## config.mk

```make
export PLATFORM = sky130hd
export DESIGN_NAME = spc_cordic_cell
export DESIGN_NICKNAME = d
export VERILOG_FILES = /design/src/sv/spc_pkg.sv /design/src/sv/spc_cordic_cell.sv
export SDC_FILE = /design/constraint.sdc
export NUM_CORES = 1
export LEC_CHECK = 0
export BUFFER_PORTS_ARGS = -buffer_cell sky130_fd_sc_hd__buf_2
export CAP_MARGIN = 25
export CORE_UTILIZATION = 50
export CTS_CLUSTER_SIZE = 25
export DETAILED_ROUTE_END_ITERATION = 8
export MAX_ROUTING_LAYER = met4
export PLACE_DENSITY = 0.86
export SLEW_MARGIN = 20
export SYNTH_ARGS = -nofsm -noshare
export SYNTH_HDL_FRONTEND = slang
export SYNTH_SLANG_ARGS = --single-unit
```

## constraint.sdc

```tcl
create_clock -name clk -period 0.95 [get_ports clk]
set_input_delay 0 -clock clk [delete_from_list [all_inputs] [get_ports clk]]
set_output_delay 0 -clock clk [all_outputs]
set_load 0.01 [all_outputs]
```

## src/sv/spc_pkg.sv

```systemverilog
// ----------------------------------------------------------------------------
// spc_pkg: shared definitions for the scan polar-to-Cartesian converter
// Default sizes, fixed-point constants, the arctangent table, register
// indices and the control word that travels down the CORDIC chain.
// ----------------------------------------------------------------------------
`timescale 1ns / 1ps

package spc_pkg;

	// Default sizes for the top-level parameters
	localparam int RANGE_BITS_DEF    = 24;
	localparam int ANGLE_BITS_DEF    = 32;
	localparam int CORDIC_STAGES_DEF = 24;

	// Binary angle width (one turn is 2^32) and guard bits on the coordinates
	localparam int ANGLE_W = 32;
	localparam int GUARD   = 16;

	// Inverse CORDIC gain in Q0.32
	localparam logic [31:0] GAIN_Q32 = 32'h9B74_EDA8;

	// Configuration port
	localparam int CFG_INDEX_W = 2;
	localparam int CFG_DATA_W  = 32;

	localparam logic [CFG_INDEX_W-1:0] REG_RANGE_MIN   = 2'd0;
	localparam logic [CFG_INDEX_W-1:0] REG_RANGE_MAX   = 2'd1;
	localparam logic [CFG_INDEX_W-1:0] REG_ANGLE_START = 2'd2;
	localparam logic [CFG_INDEX_W-1:0] REG_ANGLE_STEP  = 2'd3;

	// atan(2^-i) in binary angle units, rounded
	localparam logic [31:0] ATAN_TAB [32] = '{
		32'd536870912, 32'd316933406, 32'd167458907, 32'd85004756,
		32'd42667331,  32'd21354465,  32'd10679838,  32'd5340245,
		32'd2670163,   32'd1335087,   32'd667544,    32'd333772,
		32'd166886,    32'd83443,     32'd41722,     32'd20861,
		32'd10430,     32'd5215,      32'd2608,      32'd1304,
		32'd652,       32'd326,       32'd163,       32'd81,
		32'd41,        32'd20,        32'd10,        32'd5,
		32'd3,         32'd1,         32'd1,         32'd0
	};

	// Control word carried alongside each sample through the chain
	typedef struct packed {
		logic       valid;
		logic       pass;
		logic       last;
		logic [1:0] quad;
	} spc_ctrl_t;

endpackage

```

## src/sv/spc_cordic_cell.sv

```systemverilog
// ----------------------------------------------------------------------------
// spc_cordic_cell: one rotation step of the CORDIC chain
// Turns the vector by +/- atan(2^-SHIFT) towards a zero residual angle and
// registers the result together with the sample's control word.
// ----------------------------------------------------------------------------
`timescale 1ns / 1ps

module spc_cordic_cell #(
	parameter int XY_W  = 42,
	parameter int SHIFT = 0
) (
	input  logic                              clk,
	input  logic                              arst_n,
	input  logic                              en,
	input  spc_pkg::spc_ctrl_t                ctrl_in,
	input  logic signed [XY_W-1:0]            x_in,
	input  logic signed [XY_W-1:0]            y_in,
	input  logic signed [spc_pkg::ANGLE_W-1:0] z_in,
	output spc_pkg::spc_ctrl_t                ctrl_out,
	output logic signed [XY_W-1:0]            x_out,
	output logic signed [XY_W-1:0]            y_out,
	output logic signed [spc_pkg::ANGLE_W-1:0] z_out
);
	import spc_pkg::*;

	localparam logic signed [ANGLE_W-1:0] ATAN = ATAN_TAB[SHIFT];

	logic signed [XY_W-1:0]    dx;
	logic signed [XY_W-1:0]    dy;
	logic signed [XY_W-1:0]    x_nx;
	logic signed [XY_W-1:0]    y_nx;
	logic signed [ANGLE_W-1:0] z_nx;
	spc_ctrl_t                 ctrl_q;
	logic signed [XY_W-1:0]    x_q;
	logic signed [XY_W-1:0]    y_q;
	logic signed [ANGLE_W-1:0] z_q;

	// Rotate in the direction that drives the residual towards zero
	always_comb begin
		dx = y_in >>> SHIFT;
		dy = x_in >>> SHIFT;
		if (!z_in[ANGLE_W-1]) begin
			x_nx = x_in - dx;
			y_nx = y_in + dy;
			z_nx = z_in - ATAN;
		end else begin
			x_nx = x_in + dx;
			y_nx = y_in - dy;
			z_nx = z_in + ATAN;
		end
	end

	// Advance the control word
	always_ff @(posedge clk or negedge arst_n) begin
		if (!arst_n) begin
			ctrl_q <= '0;
		end else if (en) begin
			ctrl_q <= ctrl_in;
		end
	end

	// Advance the vector and residual
	always_ff @(posedge clk) begin
		if (en) begin
			x_q <= x_nx;
			y_q <= y_nx;
			z_q <= z_nx;
		end
	end

	assign ctrl_out = ctrl_q;
	assign x_out    = x_q;
	assign y_out    = y_q;
	assign z_out    = z_q;

endmodule

```

==> run_results.csv, run 1 <==
group,metric,value,unit
outcome,outcome,"aborted with a tool error",
outcome,haltStage,"5_1_grt",
outcome,stop_error,"[ERROR GRT-0116] Global routing finished with congestion. Check the congestion regions in the DRC Viewer.",
global_routing,grt_util_all_layers,0.741,
synthesis,synth_area_per_cell,8.61,um2
global_routing,grt_first_pass_wirelength,128000,um
placement,hpwlAfterDp,38100,um
global_routing,grt-ovfl-total,12,
floorplan,std_cell_rows,55,
synthesis,synth_compound_area_frac,0.262,
synthesis,synth_area_leaders,"edfxtp_1, ha_1, a21oi_1, xnor2_1, o21ai_0",
floorplan,die_x,156,um
placement,place_inst,2386,
synthesis,syn_inst,1373,
synthesis,synthDistinctLibCells,91,
placement,port_buffers,244,
synthesis,seq_area_frac_synth,0.303,
synthesis,synthAdderAreaFrac,0.153,
synthesis,synth_enable_flop_cells,115,
synthesis,synth-xor-area-share,0.0571,
synthesis,yosys.area_share.simple,0.137,
synthesis,async_reset_ff_frac,0.0417,
floorplan,die_h,156,um
cts,cts_buffers,17,
placement,routabilityCongestion,1.13,
cts,cts.sinks,120,
synthesis,synth_top_area_share,0.292,
cts,root_buffer,"clkbuf_16",
placement,post-place-ws,-1.94,ns
synthesis,netlist_area,11800,um2
cts,h-tree-depth,4,
synthesis,synth_seq_cells,120,
synthesis,ys.flop_type,"edfxtp_1",
floorplan,io_pins,245,
global_routing,grt_pass1_vias,20100,
global_routing,grt_max_degree,45,
floorplan,start_util,0.516,
synthesis,synth_top_area_cell,"edfxtp_1",
synthesis,syn-num-nets,1639,
synthesis,synthMuxAreaShare,0.0217,
cts,clock_path_buffers,2,
synthesis,yosysWarnings,0,
synthesis,synth_top_family_by_area,"compound AO/OA/AOI/OAI gates",
==> stage by stage <==
step	utilization	cell area [um2]	hold slack, ns
2_1_floorplan	-	12400	-0.296
3_3_place_gp	0.771	17700	-0.187
3_5_place_dp	0.771	17700	-0.185
4_1_cts	0.899	20600	0.0703
==> cells in the mapped netlist, drive strengths merged (13+ instances only) <==
cell type and number:
nand2b 13, ha 138, nor3 27, a21oi 183, a211oi 20, nor2 101, inv 128, nand2 79
nand3 23, mux2i 20, xnor2 65, buf 41, edfxtp 115, o21a 14, a21o 21, clkbuf 21
o21ai 111, o21bai 23, nor2b 19, nand4 26, o31ai 17
==> layer usage <==
metal  track usage  GRT overflow
met1         0.729             0
met2         0.881             3
met3         0.608             0
met5             -             -
met4         0.688             9
==> logic make-up after synthesis <==
kind of cell    Yosys count
mux                      25
xor+xnor                 77
fa+ha+maj               142
simple gates            332
buf+inv                 192
flops                   120
compound gates          485
==> repair_timing <==
item / 4_1_cts
resized for setup: 343
hold buffers: 41
endpoints found under the setup margin: 149
pin swaps: 137
setup buffers: 59
endpoints found under the hold margin: 45
==> inputs of run 2 (changes only) <==
CORE_UTILIZATION = 35   (was 50)
CTS_CLUSTER_SIZE = default   (was 25)
MAX_ROUTING_LAYER = default   (was met4)
PLACE_DENSITY = default   (was 0.86)
PLACE_DENSITY_LB_ADDON = 0.15   (was default)
==> run_results.csv, run 2 <==
group,metric,value,unit
synthesis,synthDistinctLibCells,91,
cts,root_buffer,"clkbuf_16",
power,vdd_drop_max,1380,uV
cts,h-tree-depth,4,
floorplan,die_h,186,um
worst_setup_path,crit_family,"compound AO/OA/AOI/OAI gates",
synthesis,yosys-top-cells-count,"a21oi_1, ha_1, inv_1",
cts,clock_path_buffers,2,
worst_setup_path,slowest_delay,0.37,ns
worst_setup_path,critPathMaxFanout,6,
final_layout,seqCellArea,3580,um2
synthesis,ys.flop_type,"edfxtp_1",
hold_path,min_from,"en",
routing,drt-total-wl,53100,um
floorplan,start_util,0.360,
placement,routabilityCongestion,0.970,
cts,cts_buffers,17,
floorplan,std_cell_rows,66,
synthesis,yosysMostFrequentCell,"a21oi_1",
power,p_per_area,1270,nW/um2
final_layout,final_cell_mix,"buf_4, buf_2, edfxtp_1, a21oi_1, inv_1",
final_layout,antenna_cells,0,
global_routing,grt_first_pass_wirelength,78000,um
worst_setup_path,rr_worst_depth,1,
synthesis,synth_top_area_share,0.292,
routing,wl_per_cell,19.4,um
routing,ant_nets,0,
synthesis,synth_area_per_cell,8.61,um2
synthesis,synth_area_leaders,"edfxtp_1, ha_1, a21oi_1, xnor2_1, o21ai_0",
cts,cts.sinks,120,
final_layout,area_delta_synth_final,89.4,%
worst_setup_path,reg2reg_from,"ctrl_out[4]",
synthesis,syn-num-nets,1639,
final_layout,layout.nets,2551,
routing,vias,14300,
outcome,outcome,"complete, but fails checks",
sta,worstMarginPinSlew,0.671,ns
sta,slew_headroom,0.553,
cts,cts.clk_slew.worst_paths,0.07,ns
sta,timing.final.hold_violations,0,
worst_setup_path,cp.depth,14,
placement,hpwlAfterDp,41000,um
placement,place_inst,2586,
synthesis,seq_area_frac_synth,0.303,
synthesis,synth_enable_flop_cells,115,
global_routing,grt-ovfl-total,0,
worst_setup_path,crit_chain,"buf_8, ha_4, buf_6, buf_6, nand4_1, buf_4, a211oi_4, a211oi_4, o21ai_4, and2_4, a21oi_4, a221o_1, a31oi_4, xnor2_1",
sta,period_minus_slack,2.24,ns
synthesis,yosysWarnings,0,
worst_setup_path,end_kind,"flop",
synthesis,syn_inst,1373,
floorplan,io_pins,245,
global_routing,grt_max_degree,51,
floorplan,die-area,34500,um2
floorplan,core,32900,um2
outcome,violations,"negative setup slack",
worst_setup_path,crit_slowest_cell,"a221o_1",
final_layout,largest_reg_flops,42,
sta,rsz0062_at_grt,"yes",
hold_path,hold_depth,2,
floorplan,die_x,186,um
synthesis,netlist_area,11800,um2
global_routing,grt_pass1_vias,14000,
placement,post-place-ws,-2.09,ns
worst_setup_path,worst-path-buf-inv,4,
worst_setup_path,crit_type,"in2reg",
worst_setup_path,crit_arrival,2.44,ns
final_layout,drive_gt1_frac,0.578,
final_layout,nFillCells,2651,
flow_run,timing.max_cap.violations,0,
final_layout,instances_no_fill,2740,
routing,drc,0,
routing,drt_pass1_iterations,5,
routing,dr.first_iter.drc_count,882,
cts,clk_latency,0.44,ns
global_routing,grt_util_all_layers,0.299,
worst_setup_path,crit_start,"y_in[4]",
sta,skew,0,ns
synthesis,synth_top_area_cell,"edfxtp_1",
synthesis,synth_seq_cells,120,
sta,report.final.slew_viol_count,0,
cts,cts_tree,"done",
sta,max_freq,0.447,GHz
final_layout,layout_commonest_cell,"buf_4",
synthesis,async_reset_ff_frac,0.0417,
sta,fin_crit_sh,2.36,
worst_setup_path,required,1.15,ns
sta,whs,0.00154,ns
sta,fin_ws,-1.29,ns
placement,port_buffers,244,
global_routing,antenna_found_initial,0,
final_layout,multi_input_area,9740,um2
routing,avgViaCountPerCell,5.24,
power,leakage,0.0100,uW
sta,setup_viol,124,
hold_path,holdCritPathClass,"in2reg",
worst_setup_path,start_kind,"input port",
-- run 2: cell counts after synthesis --
No cell type changed its count.
-- run 2: where the power goes --
group          internal (uW)  switching, uW  total [uW]
Clock                   4930           2850        7780
Combinational           6650           6910       13600
Sequential              6820            211        7030
-- run 2: final cells by class --
class,count,area share
sequential,120,0.160
tap,442,0.0247
clock buffer,17,0.0190
timing repair buffer,955,0.325
clock inverter,15,0.0110
inverter,130,0.0248
multi-input combinational,1061,0.435
-- run 2: path summary, 6_finish.rpt --
kind                                    end  slack [ns]
worst min-delay path              z_out[21]       0.002
min in group asynchronous       ctrl_out[0]        0.46
worst max register to register  ctrl_out[4]        0.18
worst min register to register  ctrl_out[1]        0.53
max in group asynchronous       ctrl_out[1]        0.30
worst max-delay path              y_out[39]       -1.29
-- run 2: per-layer routing --
metal / vias to the layer above / share of wire / track usage
li1: 6810 / - / -
met1: 6913 / 0.45 / 0.398
met2: 537 / 0.47 / 0.504
met3: 84 / 0.057 / 0.0440
met4: 0 / 0.024 / 0.0702
met5: - / 0 / 0
-- run 2: repair_timing --
action / in CTS / in global routing
cloned: 1 / 0
pin swaps: 108 / 133
setup buffers: 63 / 48
setup endpoints to repair: 147 / 189
endpoints found under the hold margin: 43 / 0
hold buffers: 40 / 0
resized for setup: 312 / 230
-- run 2: through the flow --
stage / power, uW / utilization / TNS (ns) / cell area [um2]
5_1_grt: 29500 / 0.681 / -83.25 / 22400
3_5_place_dp: 18000 / 0.560 / -124.77 / 18400
2_1_floorplan: 12200 / - / -78.02 / 12400
6_report: 28400 / 0.681 / -74.88 / 22400
4_1_cts: 27200 / 0.642 / -72.01 / 21100
3_3_place_gp: 17900 / 0.560 / -124.06 / 18400
-- run 2: cell families (layout without fill, tap and decap cells) --
logic type / Yosys count / count (layout) / synth area share
mux: 25 / 25 / 0.0217
compound gates: 485 / 485 / 0.262
buf+inv: 192 / 1117 / 0.0657
xor+xnor: 77 / 77 / 0.0571
flops: 120 / 120 / 0.303
simple gates: 332 / 332 / 0.137
fa+ha+maj: 142 / 142 / 0.153
Note: power is estimated with default switching activity, not from simulation.
==> inputs of run 3 (changes only) <==
PLACE_DENSITY_LB_ADDON = 0.3   (was 0.15)
==> run_results.csv, run 3 (synthesis results as in run 2) <==
group,metric,value,unit
cts,root_buffer,"clkbuf_16",
final_layout,layout.nets,2548,
power,clkPwrFrac,0.236,
placement,port_buffers,244,
cts,cts.clk_slew.worst_paths,0.06,ns
routing,drc,0,
sta,timing.final.hold_violations,0,
cts,clk_latency,0.43,ns
worst_setup_path,end_kind,"flop",
global_routing,grt_first_pass_wirelength,78100,um
routing,route.met2.wl,25500,um
routing,drt-met1-wl,23400,um
final_layout,final_cell_mix,"buf_4, buf_2, edfxtp_1, inv_1, a21oi_1",
outcome,violations,"negative setup slack",
sta,skew,0,ns
sta,rsz0062_at_grt,"yes",
worst_setup_path,required,1.14,ns
floorplan,die_x,186,um
sta,report.final.slew_viol_count,0,
global_routing,grt-ovfl-total,0,
sta,worstMarginPinSlew,0.559,ns
routing,drt_pass1_iterations,6,
power,p_int,17100,uW
final_layout,area_delta_synth_final,88.0,%
sta,fin_ws,-1.33,ns
floorplan,core,32900,um2
cts,cts_buffers,17,
power,p_comb_frac,0.505,
final_layout,drive_gt1_frac,0.577,
floorplan,die_h,186,um
placement,routabilityCongestion,1.01,
power,power_switching_share,0.368,
final_layout,largest_reg_flops,42,
sta,slew_headroom,0.623,
outcome,outcome,"complete, but fails checks",
flow_run,timing.max_cap.violations,0,
cts,clock_path_buffers,2,
sta,setup_viol,115,
global_routing,grt_util_all_layers,0.298,
worst_setup_path,start_kind,"input port",
routing,highest_layer,"met5",
worst_setup_path,crit_arrival,2.47,ns
floorplan,io_pins,245,
routing,dr.first_iter.drc_count,1024,
floorplan,start_util,0.360,
power,leakage,0.00996,uW
sta,max_freq,0.438,GHz
cts,cts_tree,"done",
routing,avgViaCountPerCell,5.24,
power,p_switching,9970,uW
floorplan,die-area,34500,um2
worst_setup_path,crit_type,"in2reg",
worst_setup_path,critPathMaxFanout,4,
global_routing,grt_pass1_vias,14300,
routing,drt-total-wl,53400,um
hold_path,holdCritPathClass,"in2reg",
power,finalPower,27100,uW
power,sequentialPowerShare,0.259,
sta,setup_tns,-79.95,ns
power,vdd_drop_max,1360,uV
final_layout,seqCellArea,3580,um2
routing,ant_nets,0,
sta,fin_crit_sh,2.40,
final_layout,layout_commonest_cell,"buf_4",
routing,vias,14400,
cts,cts.sinks,120,
sta,whs,0.0112,ns
final_layout,nFillCells,2545,
cts,h-tree-depth,4,
final_layout,multi_input_area,9800,um2
routing,dr_wl_met3,3000,um
sta,period_minus_slack,2.28,ns
power,p_per_area,1220,nW/um2
floorplan,std_cell_rows,66,
placement,hpwlAfterDp,41000,um
global_routing,antenna_found_initial,5,
global_routing,grt_max_degree,48,
routing,wl_per_cell,19.5,um
==> run 3: cell types whose count changed in the layout (fill, tap and decap cells not counted), moves of 6 or more <==
cell and delta:
mux2i_4 +7, buf_2 +8, xnor2_1 -7, xnor2_2 +7, o21ai_1 +8, o21ai_4 -6, a21oi_4 -6, mux2i_1 -7
==> run 3: path summary, 6_finish.rpt <==
| check | from | endpoint | slack (ns) | depth (start not counted) |
|---|---|---|---|---|
| max in group asynchronous | arst_n | ctrl_out[1] | 0.24 | 3 |
| max | y_in[0] | y_out[36] | -1.33 | 13 |
| min | en | x_out[37] | 0.01 | 2 |
| min in group asynchronous | arst_n | ctrl_out[0] | 0.51 | 3 |
| min reg2reg | ctrl_out[4] | ctrl_out[4] | 0.51 | 1 |
| max reg2reg | ctrl_out[0] | ctrl_out[0] | 0.07 | 2 |
==> run 3: layout make-up <==
type,instances,area share
clock inverter,14,0.00580
inverter,130,0.0250
clock buffer,18,0.0193
multi-input combinational,1061,0.441
antenna,2,0.000225
sequential,120,0.161
timing repair buffer,952,0.323
tap,442,0.0249
==> run 3: metal layers <==
layer,up-vias,GRT usage
li1,6807,-
met1,6919,0.388
met2,541,0.503
met3,95,0.0460
met4,4,0.0934
met5,-,0
==> run 3: per-stage QoR <==
| stage | instance area (um2) | setup WS [ns] | util | cells |
|---|---|---|---|---|
| 6_report | 22200 | -1.33 | 0.676 | 2739 |
| 5_1_grt | 22200 | -1.39 | 0.676 | 2738 |
| 4_1_cts | 21000 | -1.24 | 0.638 | 2703 |
| 3_5_place_dp | 18300 | -2.07 | 0.558 | 2586 |
| 3_3_place_gp | 18300 | -1.93 | 0.558 | 2586 |
| 2_1_floorplan | 12400 | -1.45 | - | 1373 |
==> run 3: repair_timing <==
item,CTS,global route
setup endpoints to repair,149,199
gates resized for setup,322,215
buffers inserted,54,52
hold buffers,40,1
endpoints found under the hold margin,42,2
pin swaps,105,150
gates cloned,0,1
==> run 3: power groups by stage <==
stage / Clock [uW] / Sequential [uW] / Combinational (uW)
after floorplan: 0 / 7560 / 4640
after global placement: 0 / 7120 / 10700
after detailed placement: 0 / 7130 / 10800
after CTS: 6520 / 7030 / 12300
after global routing: 6670 / 7110 / 14500
final: 6400 / 7030 / 13700
==> run 3: worst max-delay path, cell delays in order <==
cell and delay, ns:
buf_8 0.10, ha_4 0.16, fa_2 0.39, nor2b_4 0.15, o311ai_4 0.29, a211oi_4 0.17
buf_12 0.17, o31ai_4 0.26, a21oi_2 0.10, o22a_4 0.24, a21bo_1 0.21, o21ai_2 0.13
xnor2_1 0.08
